File: config.mk
export PLATFORM = sky130hd
export DESIGN_NAME = json_key_value_extractor
export DESIGN_NICKNAME = d
export VERILOG_FILES = /design/src/jkv_pkg.sv /design/src/json_key_value_extractor.sv
export SDC_FILE = /design/constraint.sdc
export NUM_CORES = 1
export LEC_CHECK = 0
export BUFFER_PORTS_ARGS = -buffer_cell sky130_fd_sc_hd__buf_2
export CAP_MARGIN = 10
export CORE_UTILIZATION = 45
export DETAILED_ROUTE_END_ITERATION = 10
export GPL_TIMING_DRIVEN = 1
export PLACE_DENSITY_LB_ADDON = 0.12
export SLEW_MARGIN = 20
export SYNTH_ARGS = -nofsm -noshare
export SYNTH_HDL_FRONTEND = slang
export SYNTH_SLANG_ARGS = --single-unit
File: constraint.sdc
create_clock -name clk -period 8.9 [get_ports clk]
set_clock_uncertainty 0.1 [all_clocks]
set_input_delay 0.445 -clock clk [delete_from_list [all_inputs] [get_ports clk]]
set_output_delay 0.445 -clock clk [all_outputs]
set_load 0.02 [all_outputs]
File: src/jkv_pkg.sv
// ----------------------------------------------------------------------------
// jkv_pkg
// shared types and constants of the json key/value extractor
// ----------------------------------------------------------------------------
package jkv_pkg;

    localparam int DATA_W     = 8;
    localparam int STATUS_W   = 2;
    localparam int INT_W      = 31;
    localparam int ACC_W      = 30;
    localparam int CNT_W      = 5;
    localparam int PIDX_W     = 5;
    localparam int PAT_BYTES  = 24;
    localparam int CFG_ADDR_W = 3;
    localparam int CFG_DATA_W = 64;
    localparam int S_TDATA_W  = 8;
    localparam int M_TDATA_W  = 40;

    localparam logic [CFG_ADDR_W-1:0] CFG_PATTERN_LOW    = 3'd0;
    localparam logic [CFG_ADDR_W-1:0] CFG_PATTERN_MID    = 3'd1;
    localparam logic [CFG_ADDR_W-1:0] CFG_PATTERN_HIGH   = 3'd2;
    localparam logic [CFG_ADDR_W-1:0] CFG_PATTERN_LENGTH = 3'd3;
    localparam logic [CFG_ADDR_W-1:0] CFG_VALUE_MODE     = 3'd4;

    localparam logic [DATA_W-1:0] CH_QUOTE  = 8'h22;
    localparam logic [DATA_W-1:0] CH_COMMA  = 8'h2C;
    localparam logic [DATA_W-1:0] CH_BRACE  = 8'h7D;
    localparam logic [DATA_W-1:0] CH_PLUS   = 8'h2B;
    localparam logic [DATA_W-1:0] CH_MINUS  = 8'h2D;
    localparam logic [DATA_W-1:0] CH_SPACE  = 8'h20;
    localparam logic [DATA_W-1:0] CH_TAB    = 8'h09;
    localparam logic [DATA_W-1:0] CH_CR     = 8'h0D;
    localparam logic [DATA_W-1:0] CH_ZERO   = 8'h30;
    localparam logic [DATA_W-1:0] CH_NINE   = 8'h39;

    localparam logic [INT_W-1:0] INT_NONE = '1;

    typedef enum logic [STATUS_W-1:0] {
        ST_INT_VALUE = 2'd0,
        ST_TEXT_BYTE = 2'd1,
        ST_TEXT_END  = 2'd2,
        ST_NOT_FOUND = 2'd3
    } status_t;

    typedef enum logic [1:0] {
        NUM_BLANKS = 2'd0,
        NUM_DIGITS = 2'd1,
        NUM_STOP   = 2'd2
    } num_phase_t;

endpackage

File: src/json_key_value_extractor.sv
// ----------------------------------------------------------------------------
// json_key_value_extractor
// finds a configured key in a byte stream and returns its integer or string
// value
// ----------------------------------------------------------------------------
// channel  dir  handshake          payload
// s_*      in   tvalid/tready      tdata = data_byte, tuser = first_byte,
//                                  tlast = last_byte
// m_*      out  tvalid/tready      tdata = int_value, text_byte, truncated,
//                                  tuser = status
// cfg_*    in   cfg_we             cfg_addr register index, cfg_data value
//
// one item per cycle sustained while m_tready is high: input register, one pass
// of match and convert logic, result register, in that order from accept to result
// the per-item path is the key compare and the multiply-by-ten accumulate
// rst_n clears all control state and sets pattern_length to one
// a stalled result holds the input register; one more item is held there
// ----------------------------------------------------------------------------
module json_key_value_extractor #(
    parameter int MAX_PATTERN      = 24,
    parameter int MAX_INT_CHARS    = 9,
    parameter int MAX_STRING_CHARS = 24
) (
    input  logic                               clk,
    input  logic                               rst_n,
    input  logic                               cfg_we,
    input  logic [jkv_pkg::CFG_ADDR_W-1:0]     cfg_addr,
    input  logic [jkv_pkg::CFG_DATA_W-1:0]     cfg_data,
    input  logic                               s_tvalid,
    output logic                               s_tready,
    input  logic [jkv_pkg::S_TDATA_W-1:0]      s_tdata,   // [7:0] data_byte
    input  logic                               s_tuser,   // [0] first_byte
    input  logic                               s_tlast,
    output logic                               m_tvalid,
    input  logic                               m_tready,
    output logic [jkv_pkg::M_TDATA_W-1:0]      m_tdata,   // [30:0] int_value,
                                                          // [38:31] text_byte,
                                                          // [39] truncated
    output logic [jkv_pkg::STATUS_W-1:0]       m_tuser    // [1:0] status
);
    import jkv_pkg::*;

    // configuration
    logic [CFG_DATA_W-1:0] pattern_low_reg, pattern_mid_reg, pattern_high_reg;
    logic [PIDX_W-1:0]     pattern_length_reg;
    logic                  value_mode_reg;

    // input register
    logic                  in_valid_reg;
    logic [DATA_W-1:0]     in_byte_reg;
    logic                  in_first_reg;
    logic                  in_last_reg;

    // search state
    logic [PIDX_W-1:0]     match_index_reg, match_index_next;
    logic                  key_found_reg, key_found_next;
    logic                  finished_reg, finished_next;
    num_phase_t            num_phase_reg, num_phase_next;
    logic                  negative_reg, negative_next;
    logic [ACC_W-1:0]      acc_reg, acc_next;
    logic [CNT_W-1:0]      count_reg, count_next;
    logic                  dropped_reg, dropped_next;

    // result register
    logic                  out_valid_reg;
    status_t               out_status_reg;
    logic [INT_W-1:0]      out_int_reg;
    logic [DATA_W-1:0]     out_text_reg;
    logic                  out_trunc_reg;

    // per-item logic
    logic                  advance;
    logic                  res_valid;
    status_t               res_status;
    logic [INT_W-1:0]      res_int;
    logic [DATA_W-1:0]     res_text;
    logic                  res_trunc;
    logic [PIDX_W-1:0]     eff_match;
    logic                  eff_key_found, eff_finished, eff_negative, eff_dropped;
    num_phase_t            eff_phase;
    logic [ACC_W-1:0]      eff_acc;
    logic [CNT_W-1:0]      eff_count;
    logic [PIDX_W-1:0]     used_len;
    logic [PIDX_W-1:0]     match_inc;
    logic [3*CFG_DATA_W-1:0] pattern_all;
    logic [DATA_W-1:0]     pat_byte;
    logic                  is_digit, is_blank, is_term;
    logic [INT_W-1:0]      acc_ext;
    logic [ACC_W-1:0]      acc_times_ten;

    assign advance  = in_valid_reg && (!out_valid_reg || m_tready);
    assign s_tready = !in_valid_reg || advance;
    assign m_tvalid = out_valid_reg;
    assign m_tdata  = {out_trunc_reg, out_text_reg, out_int_reg};
    assign m_tuser  = out_status_reg;

    assign pattern_all = {pattern_high_reg, pattern_mid_reg, pattern_low_reg};

    always_comb
    begin
        if (pattern_length_reg == '0)
        begin
            used_len = PIDX_W'(1);
        end
        else if (pattern_length_reg > PIDX_W'(MAX_PATTERN))
        begin
            used_len = PIDX_W'(MAX_PATTERN);
        end
        else
        begin
            used_len = pattern_length_reg;
        end
    end

    // first_byte clears the state before the byte is used
    assign eff_match     = in_first_reg ? '0 : match_index_reg;
    assign eff_key_found = in_first_reg ? 1'b0 : key_found_reg;
    assign eff_finished  = in_first_reg ? 1'b0 : finished_reg;
    assign eff_phase     = in_first_reg ? NUM_BLANKS : num_phase_reg;
    assign eff_negative  = in_first_reg ? 1'b0 : negative_reg;
    assign eff_acc       = in_first_reg ? '0 : acc_reg;
    assign eff_count     = in_first_reg ? '0 : count_reg;
    assign eff_dropped   = in_first_reg ? 1'b0 : dropped_reg;

    assign pat_byte  = pattern_all[{eff_match, 3'b000} +: DATA_W];
    assign match_inc = eff_match + PIDX_W'(1);

    assign is_digit = (in_byte_reg >= CH_ZERO) && (in_byte_reg <= CH_NINE);
    assign is_blank = (in_byte_reg == CH_SPACE)
                   || ((in_byte_reg >= CH_TAB) && (in_byte_reg <= CH_CR));
    assign is_term  = (in_byte_reg == CH_QUOTE) || (in_byte_reg == CH_COMMA)
                   || (in_byte_reg == CH_BRACE);

    assign acc_ext       = {1'b0, eff_acc};
    assign acc_times_ten = {eff_acc[ACC_W-4:0], 3'b000} + {eff_acc[ACC_W-2:0], 1'b0}
                         + ACC_W'(in_byte_reg[3:0]);

    always_comb
    begin
        match_index_next = eff_match;
        key_found_next   = eff_key_found;
        finished_next    = eff_finished;
        num_phase_next   = eff_phase;
        negative_next    = eff_negative;
        acc_next         = eff_acc;
        count_next       = eff_count;
        dropped_next     = eff_dropped;
        res_valid        = 1'b0;
        res_status       = ST_NOT_FOUND;
        res_int          = INT_NONE;
        res_text         = '0;
        res_trunc        = 1'b0;

        if (!eff_finished)
        begin
            if (!eff_key_found)
            begin
                if (in_byte_reg == pat_byte)
                begin
                    if (match_inc >= used_len)
                    begin
                        match_index_next = '0;
                        key_found_next   = 1'b1;
                    end
                    else
                    begin
                        match_index_next = match_inc;
                    end
                end
                else
                begin
                    match_index_next = '0;
                end
            end
            else if (!value_mode_reg)
            begin
                if (is_term)
                begin
                    finished_next = 1'b1;
                    res_valid     = 1'b1;
                    res_status    = ST_INT_VALUE;
                    res_int       = eff_negative ? (~acc_ext + INT_W'(1)) : acc_ext;
                end
                else if (eff_count < CNT_W'(MAX_INT_CHARS))
                begin
                    count_next = eff_count + CNT_W'(1);
                    case (eff_phase)
                        NUM_BLANKS:
                        begin
                            if (is_blank)
                            begin
                                num_phase_next = NUM_BLANKS;
                            end
                            else if (in_byte_reg == CH_PLUS)
                            begin
                                num_phase_next = NUM_DIGITS;
                            end
                            else if (in_byte_reg == CH_MINUS)
                            begin
                                negative_next  = 1'b1;
                                num_phase_next = NUM_DIGITS;
                            end
                            else if (is_digit)
                            begin
                                acc_next       = ACC_W'(in_byte_reg[3:0]);
                                num_phase_next = NUM_DIGITS;
                            end
                            else
                            begin
                                num_phase_next = NUM_STOP;
                            end
                        end
                        NUM_DIGITS:
                        begin
                            if (is_digit)
                            begin
                                acc_next = acc_times_ten;
                            end
                            else
                            begin
                                num_phase_next = NUM_STOP;
                            end
                        end
                        default:
                        begin
                            num_phase_next = eff_phase;
                        end
                    endcase
                end
            end
            else
            begin
                if (in_byte_reg == CH_QUOTE)
                begin
                    finished_next = 1'b1;
                    res_valid     = 1'b1;
                    res_status    = ST_TEXT_END;
                    res_trunc     = eff_dropped;
                end
                else if (eff_count < CNT_W'(MAX_STRING_CHARS))
                begin
                    count_next = eff_count + CNT_W'(1);
                    if (!in_last_reg)
                    begin
                        res_valid  = 1'b1;
                        res_status = ST_TEXT_BYTE;
                        res_text   = in_byte_reg;
                    end
                end
                else
                begin
                    dropped_next = 1'b1;
                end
            end

            // last byte with no value yet
            if (in_last_reg && !finished_next)
            begin
                finished_next = 1'b1;
                res_valid     = 1'b1;
                res_status    = ST_NOT_FOUND;
                res_int       = INT_NONE;
                res_text      = '0;
                res_trunc     = 1'b0;
            end
        end
    end

    always_ff @(posedge clk or negedge rst_n)
    begin
        if (!rst_n)
        begin
            pattern_low_reg    <= '0;
            pattern_mid_reg    <= '0;
            pattern_high_reg   <= '0;
            pattern_length_reg <= PIDX_W'(1);
            value_mode_reg     <= 1'b0;
        end
        else if (cfg_we)
        begin
            case (cfg_addr)
                CFG_PATTERN_LOW:    pattern_low_reg    <= cfg_data;
                CFG_PATTERN_MID:    pattern_mid_reg    <= cfg_data;
                CFG_PATTERN_HIGH:   pattern_high_reg   <= cfg_data;
                CFG_PATTERN_LENGTH: pattern_length_reg <= cfg_data[PIDX_W-1:0];
                CFG_VALUE_MODE:     value_mode_reg     <= cfg_data[0];
                default:            value_mode_reg     <= value_mode_reg;
            endcase
        end
    end

    always_ff @(posedge clk or negedge rst_n)
    begin
        if (!rst_n)
        begin
            in_valid_reg <= 1'b0;
        end
        else if (s_tready)
        begin
            in_valid_reg <= s_tvalid;
        end
    end

    always_ff @(posedge clk)
    begin
        if (s_tready && s_tvalid)
        begin
            in_byte_reg  <= s_tdata;
            in_first_reg <= s_tuser;
            in_last_reg  <= s_tlast;
        end
    end

    always_ff @(posedge clk or negedge rst_n)
    begin
        if (!rst_n)
        begin
            match_index_reg <= '0;
            key_found_reg   <= 1'b0;
            finished_reg    <= 1'b0;
            num_phase_reg   <= NUM_BLANKS;
            negative_reg    <= 1'b0;
            acc_reg         <= '0;
            count_reg       <= '0;
            dropped_reg     <= 1'b0;
            out_valid_reg   <= 1'b0;
        end
        else
        begin
            if (advance)
            begin
                match_index_reg <= match_index_next;
                key_found_reg   <= key_found_next;
                finished_reg    <= finished_next;
                num_phase_reg   <= num_phase_next;
                negative_reg    <= negative_next;
                acc_reg         <= acc_next;
                count_reg       <= count_next;
                dropped_reg     <= dropped_next;
                out_valid_reg   <= res_valid;
            end
            else if (m_tready)
            begin
                out_valid_reg <= 1'b0;
            end
        end
    end

    always_ff @(posedge clk)
    begin
        if (advance)
        begin
            out_status_reg <= res_status;
            out_int_reg    <= res_int;
            out_text_reg   <= res_text;
            out_trunc_reg  <= res_trunc;
        end
    end

`ifndef SYNTHESIS
    a_final_result_stops: assert property (@(posedge clk) disable iff (!rst_n)
        (advance && res_valid && res_status != ST_TEXT_BYTE) |=> finished_reg)
        else $error("final result did not stop the search");

    a_match_cleared_on_key: assert property (@(posedge clk) disable iff (!rst_n)
        key_found_reg |-> (match_index_reg == '0))
        else $error("match index not cleared after key found");

    a_phase_needs_key: assert property (@(posedge clk) disable iff (!rst_n)
        (num_phase_reg != NUM_BLANKS || count_reg != '0) |-> key_found_reg)
        else $error("value state moved before the key was found");

    a_match_in_range: assert property (@(posedge clk) disable iff (!rst_n)
        match_index_reg < PIDX_W'(MAX_PATTERN))
        else $error("match index beyond pattern");
`endif

endmodule
==> qor.csv, run 1 <==
metric,value,unit
report.final.slew_viol_count,0,
area_growth,14.1,%
tightest_slew,1.04,ns
p_leak,0.00791,uW
criticalPathCategory,flop to flop,
synth_edf_count,52,
cts_tree,yes,
synthCells,1489,
synthArstFlopShare,82.6,%
max_cap_violations,0,
fin_crit,4.74,ns
crit_fanout,53,
final_antenna_net_count,0,
synth_seq_area_share,46.7,%
critPathCaptureType,flop,
crit_required,9.23,ns
drive_gt1_share,27.5,%
finalHoldViolCount,0,
cts.sinks,298,
drt_iter0_markers,733,
hold_class,primary input to flop,
wl,43700,um
cts.clk_slew.worst_paths,0.06,ns
fin_cells,2081,
grt_max_degree,111,
fp.dieH,194,um
start_util,46.2,%
synth_ff_type,dfrtp_1,
fmax,211,MHz
ir_drop,0.000146,V
insertion_delay,0.53,ns
power-per-cell-area,202,mW/mm^2
rsz0062_at_grt,false,
rows,69,
wl_per_cell,21.0,um
finalCritPeriodShare,53.2,%
design.die.area,0.0375,mm^2
hpwl,30500,um
syn_avg_cell_area,11.1,um^2
viasPerCell,5.86,
grt_overflow,0,
crit_arrival,5.07,ns
die_x,194,um
via_count,12195,
htreeDepth,2,
synth.cell_area,0.0165,mm^2
drc,0,
groute.usage.overall,23.5,%
grt_pass1_wl,69700,um
globalplace.congestion,0.896,
yosysUniqueCellTypes,86,
final-setup-viol-count,0,
root_buffer,clkbuf_16,
synth-seq-cells,298,
fp.coreArea,0.0358,mm^2
numCtsBuffers,36,
num_antenna_cells,0,
firstDrtPassIters,5,
fin_tns_setup,0,ns
nets,1738,
maxSlewHeadroom,30.6,%
finalPower,3810,uW
io_buffers,125,
status,finished clean,
clk_path_buf_depth,3,
cp-start-kind,flop,
antenna_found_initial,0,
io_pins,126,
syn_nets,1633,
ys_warn_count,0,
placed_cells,2006,
postLayoutCoreUtil,52.7,%
grt_pass1_vias,12189,
layout make-up:
type	instances	area [um^2]
multi-input cells	1077	8360
clock buffers	50	1050
well taps	461	577
clock inverters	14	166
repair buffers	154	881
fillers	3127	17000
inverters	27	104
flip-flops and latches	298	7720
cells in the final DEF (no fill, tap or decap), drive strengths merged, types with 11 or more instances in the layout:
master         n
dfrtp        245
mux2         219
buf          143
o21ai        113
nand2         94
a21oi         65
ha            61
nor2          56
edfxtp        52
nor2b         50
clkbuf        50
xor2          41
inv           31
o22ai         26
nand3         25
mux2i         24
xnor2         20
nor3          20
a22o          19
nand2b        18
and2          18
a21o          17
a31oi         12
dlygate4sd3   11
stage by stage:
step	worst slack (ns)	hold WS, ns	area, um^2
final	4.16	0.0462	18900
after global routing	3.63	0.0459	18900
after CTS	4.18	0.000454	18900
after detailed placement	4.22	0.372	17500
after global placement	4.36	0.366	17500
after floorplan	3.93	0.0494	16500
cells in the mapped netlist (all sizes together) (24+ instances only):
master / instances / share of area [%]
o22ai: 26 / 0.98
xor2: 41 / 2.2
clkbuf: 61 / 1.4
nor2: 56 / 1.3
o21ai: 113 / 3.4
nand3: 25 / 0.76
edfxtp: 52 / 9.4
mux2i: 24 / 1.5
a21oi: 65 / 2.0
nor2b: 50 / 1.9
mux2: 219 / 15
nand2: 94 / 2.1
buf: 26 / 0.90
dfrtp: 245 / 37
ha: 61 / 4.6
inv: 27 / 0.63
timing repair:
item | 4_1_cts | 5_1_grt
setup buffers | 0 | 0
gates resized for setup | 0 | 0
hold buffers | 10 | 1
hold endpoints to repair | 116 | 1
endpoints found under the setup margin | 0 | 0
metal layers:
| metal | track usage [%] | share of wire (%) | up-vias |
|---|---|---|---|
| met1 | 29.8 | 42 | 6091 |
| met2 | 40.5 | 50 | 302 |
| met3 | 3.24 | 4.1 | 94 |
| met5 | 0 | 0 | - |
| met4 | 9.33 | 3.5 | 0 |
| li1 | - | - | 5708 |
where the power goes:
group | internal, uW | switching, uW
Sequential | 1600 | 141
Combinational | 284 | 274
Clock | 898 | 611
cells by family after synthesis:
family	share of synthesized area, %
XOR/XNOR	3.23
AO/OA/AOI/OAI	14.0
multiplexers	17.3
buffers and inverters	2.91
AND/OR/NAND/NOR	11.1
flip-flops	46.7
adder cells (fa/ha/maj)	4.73
worst max-delay path, stage by stage, from the launching register on:
cell	delay, ns
edfxtp_1	0.89
buf_4	0.57
buf_4	0.55
nand2b_1	0.39
inv_4	0.14
a311oi_1	0.28
o21ai_1	0.14
a221oi_1	0.32
o21ai_0	0.15
a311o_1	0.41
nor4b_4	0.33
nand2_2	0.12
o41ai_2	0.22
final timing paths:
path	to	slack (ns)	cells past startpoint	start
setup / recovery	match_index_reg[4]$_DFFE_PN0P_	4.16	12	in_first_reg$_DFFE_PP_
hold / removal	in_valid_reg$_DFFE_PN0N_	0.05	2	s_tvalid
setup reg to reg	match_index_reg[4]$_DFFE_PN0P_	4.16	12	in_first_reg$_DFFE_PP_
hold reg to reg	dropped_reg$_DFFE_PN0P_	0.39	2	dropped_reg$_DFFE_PN0P_
max in group asynchronous	pattern_high_reg[12]$_DFFE_PN0P_	6.74	3	rst_n
min in group asynchronous	count_reg[0]$_DFFE_PN0P_	0.46	2	rst_n
Note: power is estimated with default switching activity, not from simulation.
==> run 2, diff against run 1 <==
Settings changed: ABC_AREA set to 1.
Clock period 8.9 ns to 4.4 ns, I/O delays scaled along.
==> run 2 against run 1 <==
Against the previous run:
- hold slack gained 0.045 ns
- count of clock-buffer cells in the layout shrank 2
- die area grew 4.1%
- core utilization grew 1.6 points
- critical path depth grew 9
- global-route usage grew 5.3 points
- first-iteration DRC count grew 66%
- combinational power grew to 3.9 times the previous value
- sequential share of layout area shrank 3.1 points
- clock power grew 110%
- highest routed layer unchanged
- synthesized cell count grew 55%
==> qor.csv, run 2 <==
metric,value,unit
cts.sinks,298,
io_pins,126,
ir_drop,0.000355,V
synth_seq_area_share,44.8,%
p_leak,0.00969,uW
crit_required,4.74,ns
globalplace.congestion,0.944,
wl_per_cell,18.3,um
syn_avg_cell_area,7.46,um^2
die_x,198,um
preCtsSetupSlack,0.629,ns
synth_top_area_share,35.6,%
cts_setup_buffers,0,
hold_depth,3,
firstDrtPassIters,7,
placed_cells,2872,
area_growth,18.6,%
fin_tns_setup,0,ns
criticalPathCategory,flop to flop,
rows,71,
io_buffers,125,
maxSlewHeadroom,38.5,%
crit_arrival,4.18,ns
htreeDepth,2,
layout_common_cells,"nand2_1 (666), o21ai_0 (304), nand3_1 (254)",
r2r_cells,21,
num_antenna_cells,0,
root_buffer,clkbuf_16,
nets,2627,
synth_edf_count,52,
fill_cells,3713,
synth-seq-cells,298,
critPathCaptureType,flop,
hold_class,primary input to flop,
postLayoutCoreUtil,54.2,%
synthTopCellsByArea,"dfrtp_1 (36%), nand2_1 (15%), edfxtp_1 (9.1%)",
cts.clk_slew.worst_paths,0.06,ns
cp-start-kind,flop,
fmax,260,MHz
numCtsBuffers,36,
start_util,45.7,%
syn_nets,2454,
finalCritPeriodShare,87.3,%
synth_ff_type,dfrtp_1,
tightest_slew,0.922,ns
synthCells,2310,
insertion_delay,0.57,ns
fin_crit,3.84,ns
grt_pass1_wl,87300,um
viasPerCell,5.42,
cts_tree,yes,
fp.coreArea,0.0377,mm^2
synthTopCellsByCount,"nand2_1 (668), o21ai_0 (304), nand3_1 (255), dfrtp_1 (245), inv_1 (223)",
yosysMostFrequentCell,nand2_1,
grt_pass1_vias,15858,
wl,55100,um
synthArstFlopShare,82.6,%
hpwl,38400,um
via_count,16358,
finalHoldViolCount,0,
status,finished clean,
groute.usage.overall,28.8,%
yosysUniqueCellTypes,52,
max_cap_violations,0,
worst_slack,0.560,ns
final-setup-viol-count,0,
ys_warn_count,0,
final_antenna_net_count,0,
fin_cells,3019,
grt_max_degree,103,
yosys.area.top_type,dfrtp_1,
crit_fanout,14,
clk_path_buf_depth,3,
synth.cell_area,0.0172,mm^2
final_common_cell,nand2_1,
report.final.slew_viol_count,0,
rsz0062_at_grt,false,
fp.dieH,198,um
drc,0,
antenna_found_initial,0,
regToRegSetupSlack,0.56,ns
power-per-cell-area,436,mW/mm^2
drive_gt1_share,10.2,%
grt_overflow,0,
drt_iter0_markers,1218,
design.die.area,0.0391,mm^2
-- run 2: cell count changes in the layout (fill, tap and decap cells not counted), sizes merged, moves of 21 or more --
cell and delta:
dlygate4sd3 +73, inv +198, mux2i -23, mux2 -219
nand3 +232, a21oi +44, o21ai +198, nor2 +86
xor2 -33, nor2b -50, o22ai -21, nand2 +580
-- run 2: final timing paths --
path | from | to
max | in_first_reg$_DFFE_PP_ | acc_reg[26]$_DFFE_PN0P_
min | cfg_addr[0] | pattern_length_reg[0]$_DFFE_PN1P_
max reg2reg | in_first_reg$_DFFE_PP_ | acc_reg[26]$_DFFE_PN0P_
min reg2reg | pattern_high_reg[52]$_DFFE_PN0P_ | pattern_high_reg[52]$_DFFE_PN0P_
max in group asynchronous | rst_n | pattern_mid_reg[33]$_DFFE_PN0P_
min in group asynchronous | rst_n | pattern_high_reg[45]$_DFFE_PN0P_
-- run 2: through the flow --
stage                     power [uW]  hold slack, ns  area [um^2]
after floorplan                 4990          -0.176        17200
after global placement          5650           0.233        18300
after detailed placement        5690           0.242        18300
after CTS                       8960          0.0927        20400
after global routing            9410           0.150        20400
final                           8910          0.0909        20400
-- run 2: cell type report --
| class | count | area (um^2) | share of cell area [%] |
|---|---|---|---|
| multi-input combinational | 1670 | 8170 | 40.0 |
| sequential | 298 | 7720 | 37.8 |
| timing repair buffer | 245 | 1760 | 8.61 |
| clock buffer | 48 | 1050 | 5.13 |
| inverter | 232 | 871 | 4.26 |
| tap | 511 | 639 | 3.13 |
| clock inverter | 15 | 215 | 1.05 |
-- run 2: repair_timing --
item / 4_1_cts / 5_1_grt
endpoints found under the setup margin: 0 / 0
gates resized for setup: 0 / 0
hold endpoints to repair: 308 / 0
hold buffers: 84 / 0
-- run 2: logic make-up (layout without fill, tap and decap cells) --
logic type | Yosys count | count (layout) | synth area share [%]
and+or+nand+nor | 1112 | 1112 | 27.0
AOI/OAI and AO/OA | 486 | 486 | 15.2
buffers and inverters | 342 | 540 | 7.95
DFF | 298 | 298 | 44.8
adders and majority gates | 62 | 62 | 4.55
xor gates and xnor gates | 9 | 9 | 0.458
muxes | 1 | 1 | 0.0581
-- run 2: report_power, final --
| part | internal, uW | leakage, uW | switching [uW] | total (uW) |
|---|---|---|---|---|
| Combinational | 747 | 0.00555 | 1440 | 2190 |
| Sequential | 3270 | 0.00351 | 274 | 3540 |
| Clock | 1930 | 0.000626 | 1250 | 3180 |
-- run 2: critical path, stage by stage, from the launching register on --
cell	delay [ns]
edfxtp_1	0.39
inv_2	0.32
nand2_2	0.23
xor2_1	0.17
inv_1	0.05
ha_1	0.29
inv_1	0.06
fa_1	0.46
o21ai_0	0.37
a21oi_1	0.16
o21bai_1	0.27
nand2_1	0.08
nand2_1	0.17
nand2_1	0.11
nand2_1	0.07
nand2_1	0.05
nand3_1	0.07
nand2_1	0.06
nand2_1	0.05
nand2_1	0.07
nand2_1	0.05
nand2_1	0.05
-- run 2: layer usage --
| metal | up-vias | track usage (%) | part of all wire (%) |
|---|---|---|---|
| li1 | 7996 | - | - |
| met1 | 7743 | 37.3 | 43 |
| met2 | 503 | 48.2 | 48 |
| met3 | 116 | 3.70 | 5.0 |
| met4 | 0 | 12.6 | 4.1 |
| met5 | - | 0 | 0 |
==> run 3, diff against run 2 <==
Settings changed: ABC_AREA 1 to unset.
==> run 3 against run 2 <==
Against the previous run:
- first-iteration DRC count shrank 50%
- clock power decreased by 10%
- sequential power is 2% lower
- die area is 3.9% lower
- combinational power is 46% lower
- critical endpoint is now acc_reg[23]$_DFFE_PN0P_
- critical path depth down 7
- design area down 3.8%
- routed wire length fell by 18%
- final cell count is 28% lower
- sequential share of layout area increased by 1.5 points
- non-clock buffer count decreased by 3
==> qor.csv, run 3 (same netlist as run 1, synthesis figures left out) <==
metric,value,unit
met3_usage,3.25,%
cp-start-kind,flop,
ir_drop,0.000303,V
drc,0,
hpwl,31700,um
fp.dieH,194,um
crit_arrival,4.44,ns
final_common_cell,dfrtp_1,
hold_start,cfg_addr[0],
grt_overflow,0,
max_stage_delay,0.48,ns
use_met2,43.1,%
nets,1826,
area_growth,18.8,%
drt_iter0_markers,609,
cts-resized-gates,0,
critPathCaptureType,flop,
cts_tree,yes,
criticalPathCategory,flop to flop,
insertion_delay,0.53,ns
fin_cells,2171,
drive_gt1_share,27.0,%
root_buffer,clkbuf_16,
crit_fanout,11,
finalHoldViolCount,0,
holdWs,0.0453,ns
critPathSlowestCell,edfxtp_1,
hold_class,primary input to flop,
r2r-end,acc_reg[23]$_DFFE_PN0P_,
via_count,12481,
io_buffers,125,
power-per-cell-area,383,mW/mm^2
rsz0062_at_grt,false,
crit_required,4.71,ns
cts.sinks,298,
report.final.slew_viol_count,0,
wl_per_cell,20.8,um
start_util,46.2,%
grt_pass1_vias,13012,
viasPerCell,5.75,
placed_cells,2022,
cts.clk_slew.worst_paths,0.06,ns
r2r_cells,14,
path_cells,buf_4 -> nor2b_1 -> ha_1 -> ha_1 -> and4_1 -> a211oi_1 -> o21ai_1 -> a221oi_2 -> nor4_1 -> o41ai_2 -> buf_4 -> mux2i_1 -> nand3_1 -> a221o_1,
maxSlewHeadroom,26.3,%
wl,45200,um
design.die.area,0.0375,mm^2
numCtsBuffers,36,
antenna_found_initial,1,
finalPower,7520,uW
io_pins,126,
use_met1,30.8,%
max_cap_violations,0,
reg2reg_from,in_first_reg$_DFFE_PP_,
rows,69,
layout_common_cells,"dfrtp_1 (244), mux2_2 (211), buf_2 (124)",
die_x,194,um
htreeDepth,2,
grt_max_degree,107,
fin_tns_setup,0,ns
tightest_slew,1.10,ns
final_antenna_net_count,0,
grt_pass1_wl,73400,um
status,finished clean,
finalCritPeriodShare,93.8,%
clk_path_buf_depth,3,
regToRegSetupSlack,0.27,ns
grt-busiest-layer,met2,
hold_end,pattern_high_reg[0]$_DFFE_PN0P_,
postLayoutCoreUtil,54.8,%
fin_crit,4.13,ns
fmax,242,MHz
fp.coreArea,0.0358,mm^2
globalplace.congestion,0.871,
final-setup-viol-count,0,
p_leak,0.00826,uW
firstDrtPassIters,5,
hold_depth,3,
groute.usage.overall,24.7,%
run 3: changes by cell type in the layout (fill, tap and decap cells not counted), sizes merged, moves of 44 or more:
cell | before | now
o21ai | 311 | 113
mux2 | 0 | 219
nand2 | 674 | 94
nor2 | 142 | 56
a21oi | 109 | 65
nand3 | 257 | 25
nor2b | 0 | 50
inv | 229 | 29
run 3: timing repair:
| item | CTS | global route |
|---|---|---|
| hold buffers | 80 | 0 |
| setup endpoints to repair | 0 | 2 |
| hold endpoints to repair | 310 | 0 |
| setup buffers | 0 | 3 |
run 3: worst max path at each step:
stage                                   end                   start  slack [ns]  cells after the start
detailed placement  acc_reg[23]$_DFFE_PN0P_  in_first_reg$_DFFE_PP_        0.25                     13
floorplan           acc_reg[23]$_DFFE_PN0P_  in_first_reg$_DFFE_PP_        0.02                     18
global placement    acc_reg[23]$_DFFE_PN0P_  in_first_reg$_DFFE_PP_        0.34                     13
CTS                 acc_reg[23]$_DFFE_PN0P_  in_first_reg$_DFFE_PP_        0.26                     13
global route        acc_reg[23]$_DFFE_PN0P_  in_first_reg$_DFFE_PP_        0.02                     14
finish              acc_reg[23]$_DFFE_PN0P_  in_first_reg$_DFFE_PP_        0.27                     14
run 3: where the power goes:
group          internal, uW  switching (uW)
Clock                  1660            1190
Combinational           622             570
Sequential             3240             241
run 3: area by class of cell:
class / count / area (um^2)
Antenna cell: 1 / 2.50
Clock buffer: 47 / 992
Clock inverter: 18 / 131
Fill cell: 3109 / 16200
Inverter: 27 / 104
Multi-Input combinational cell: 1077 / 8370
Sequential cell: 298 / 7720
Tap cell: 461 / 577
Timing Repair Buffer: 242 / 1750
run 3: worst max-delay path, delay by kind of cell (launching register included):
kind	cells	cell delay, ns
flops	1	0.48
mux	1	0.23
compound gates	5	1.46
buf+inv	2	0.40
fa+ha+maj	2	0.64
simple gates	4	0.71
run 3: routing by layer:
metal  part of all wire [%]  vias up
met5                      0        -
met4                    3.7        0
met3                    3.5       95
met2                     50      279
met1                     43     6220
li1                       -     5887
run 3: metrics by stage:
stage / instance area [um^2] / worst slack, ns
after global placement: 17700 / 0.338
after detailed placement: 17700 / 0.252
after CTS: 19600 / 0.256
after global routing: 19600 / 0.0158
after floorplan: 16600 / 0.0229
final: 19600 / 0.272
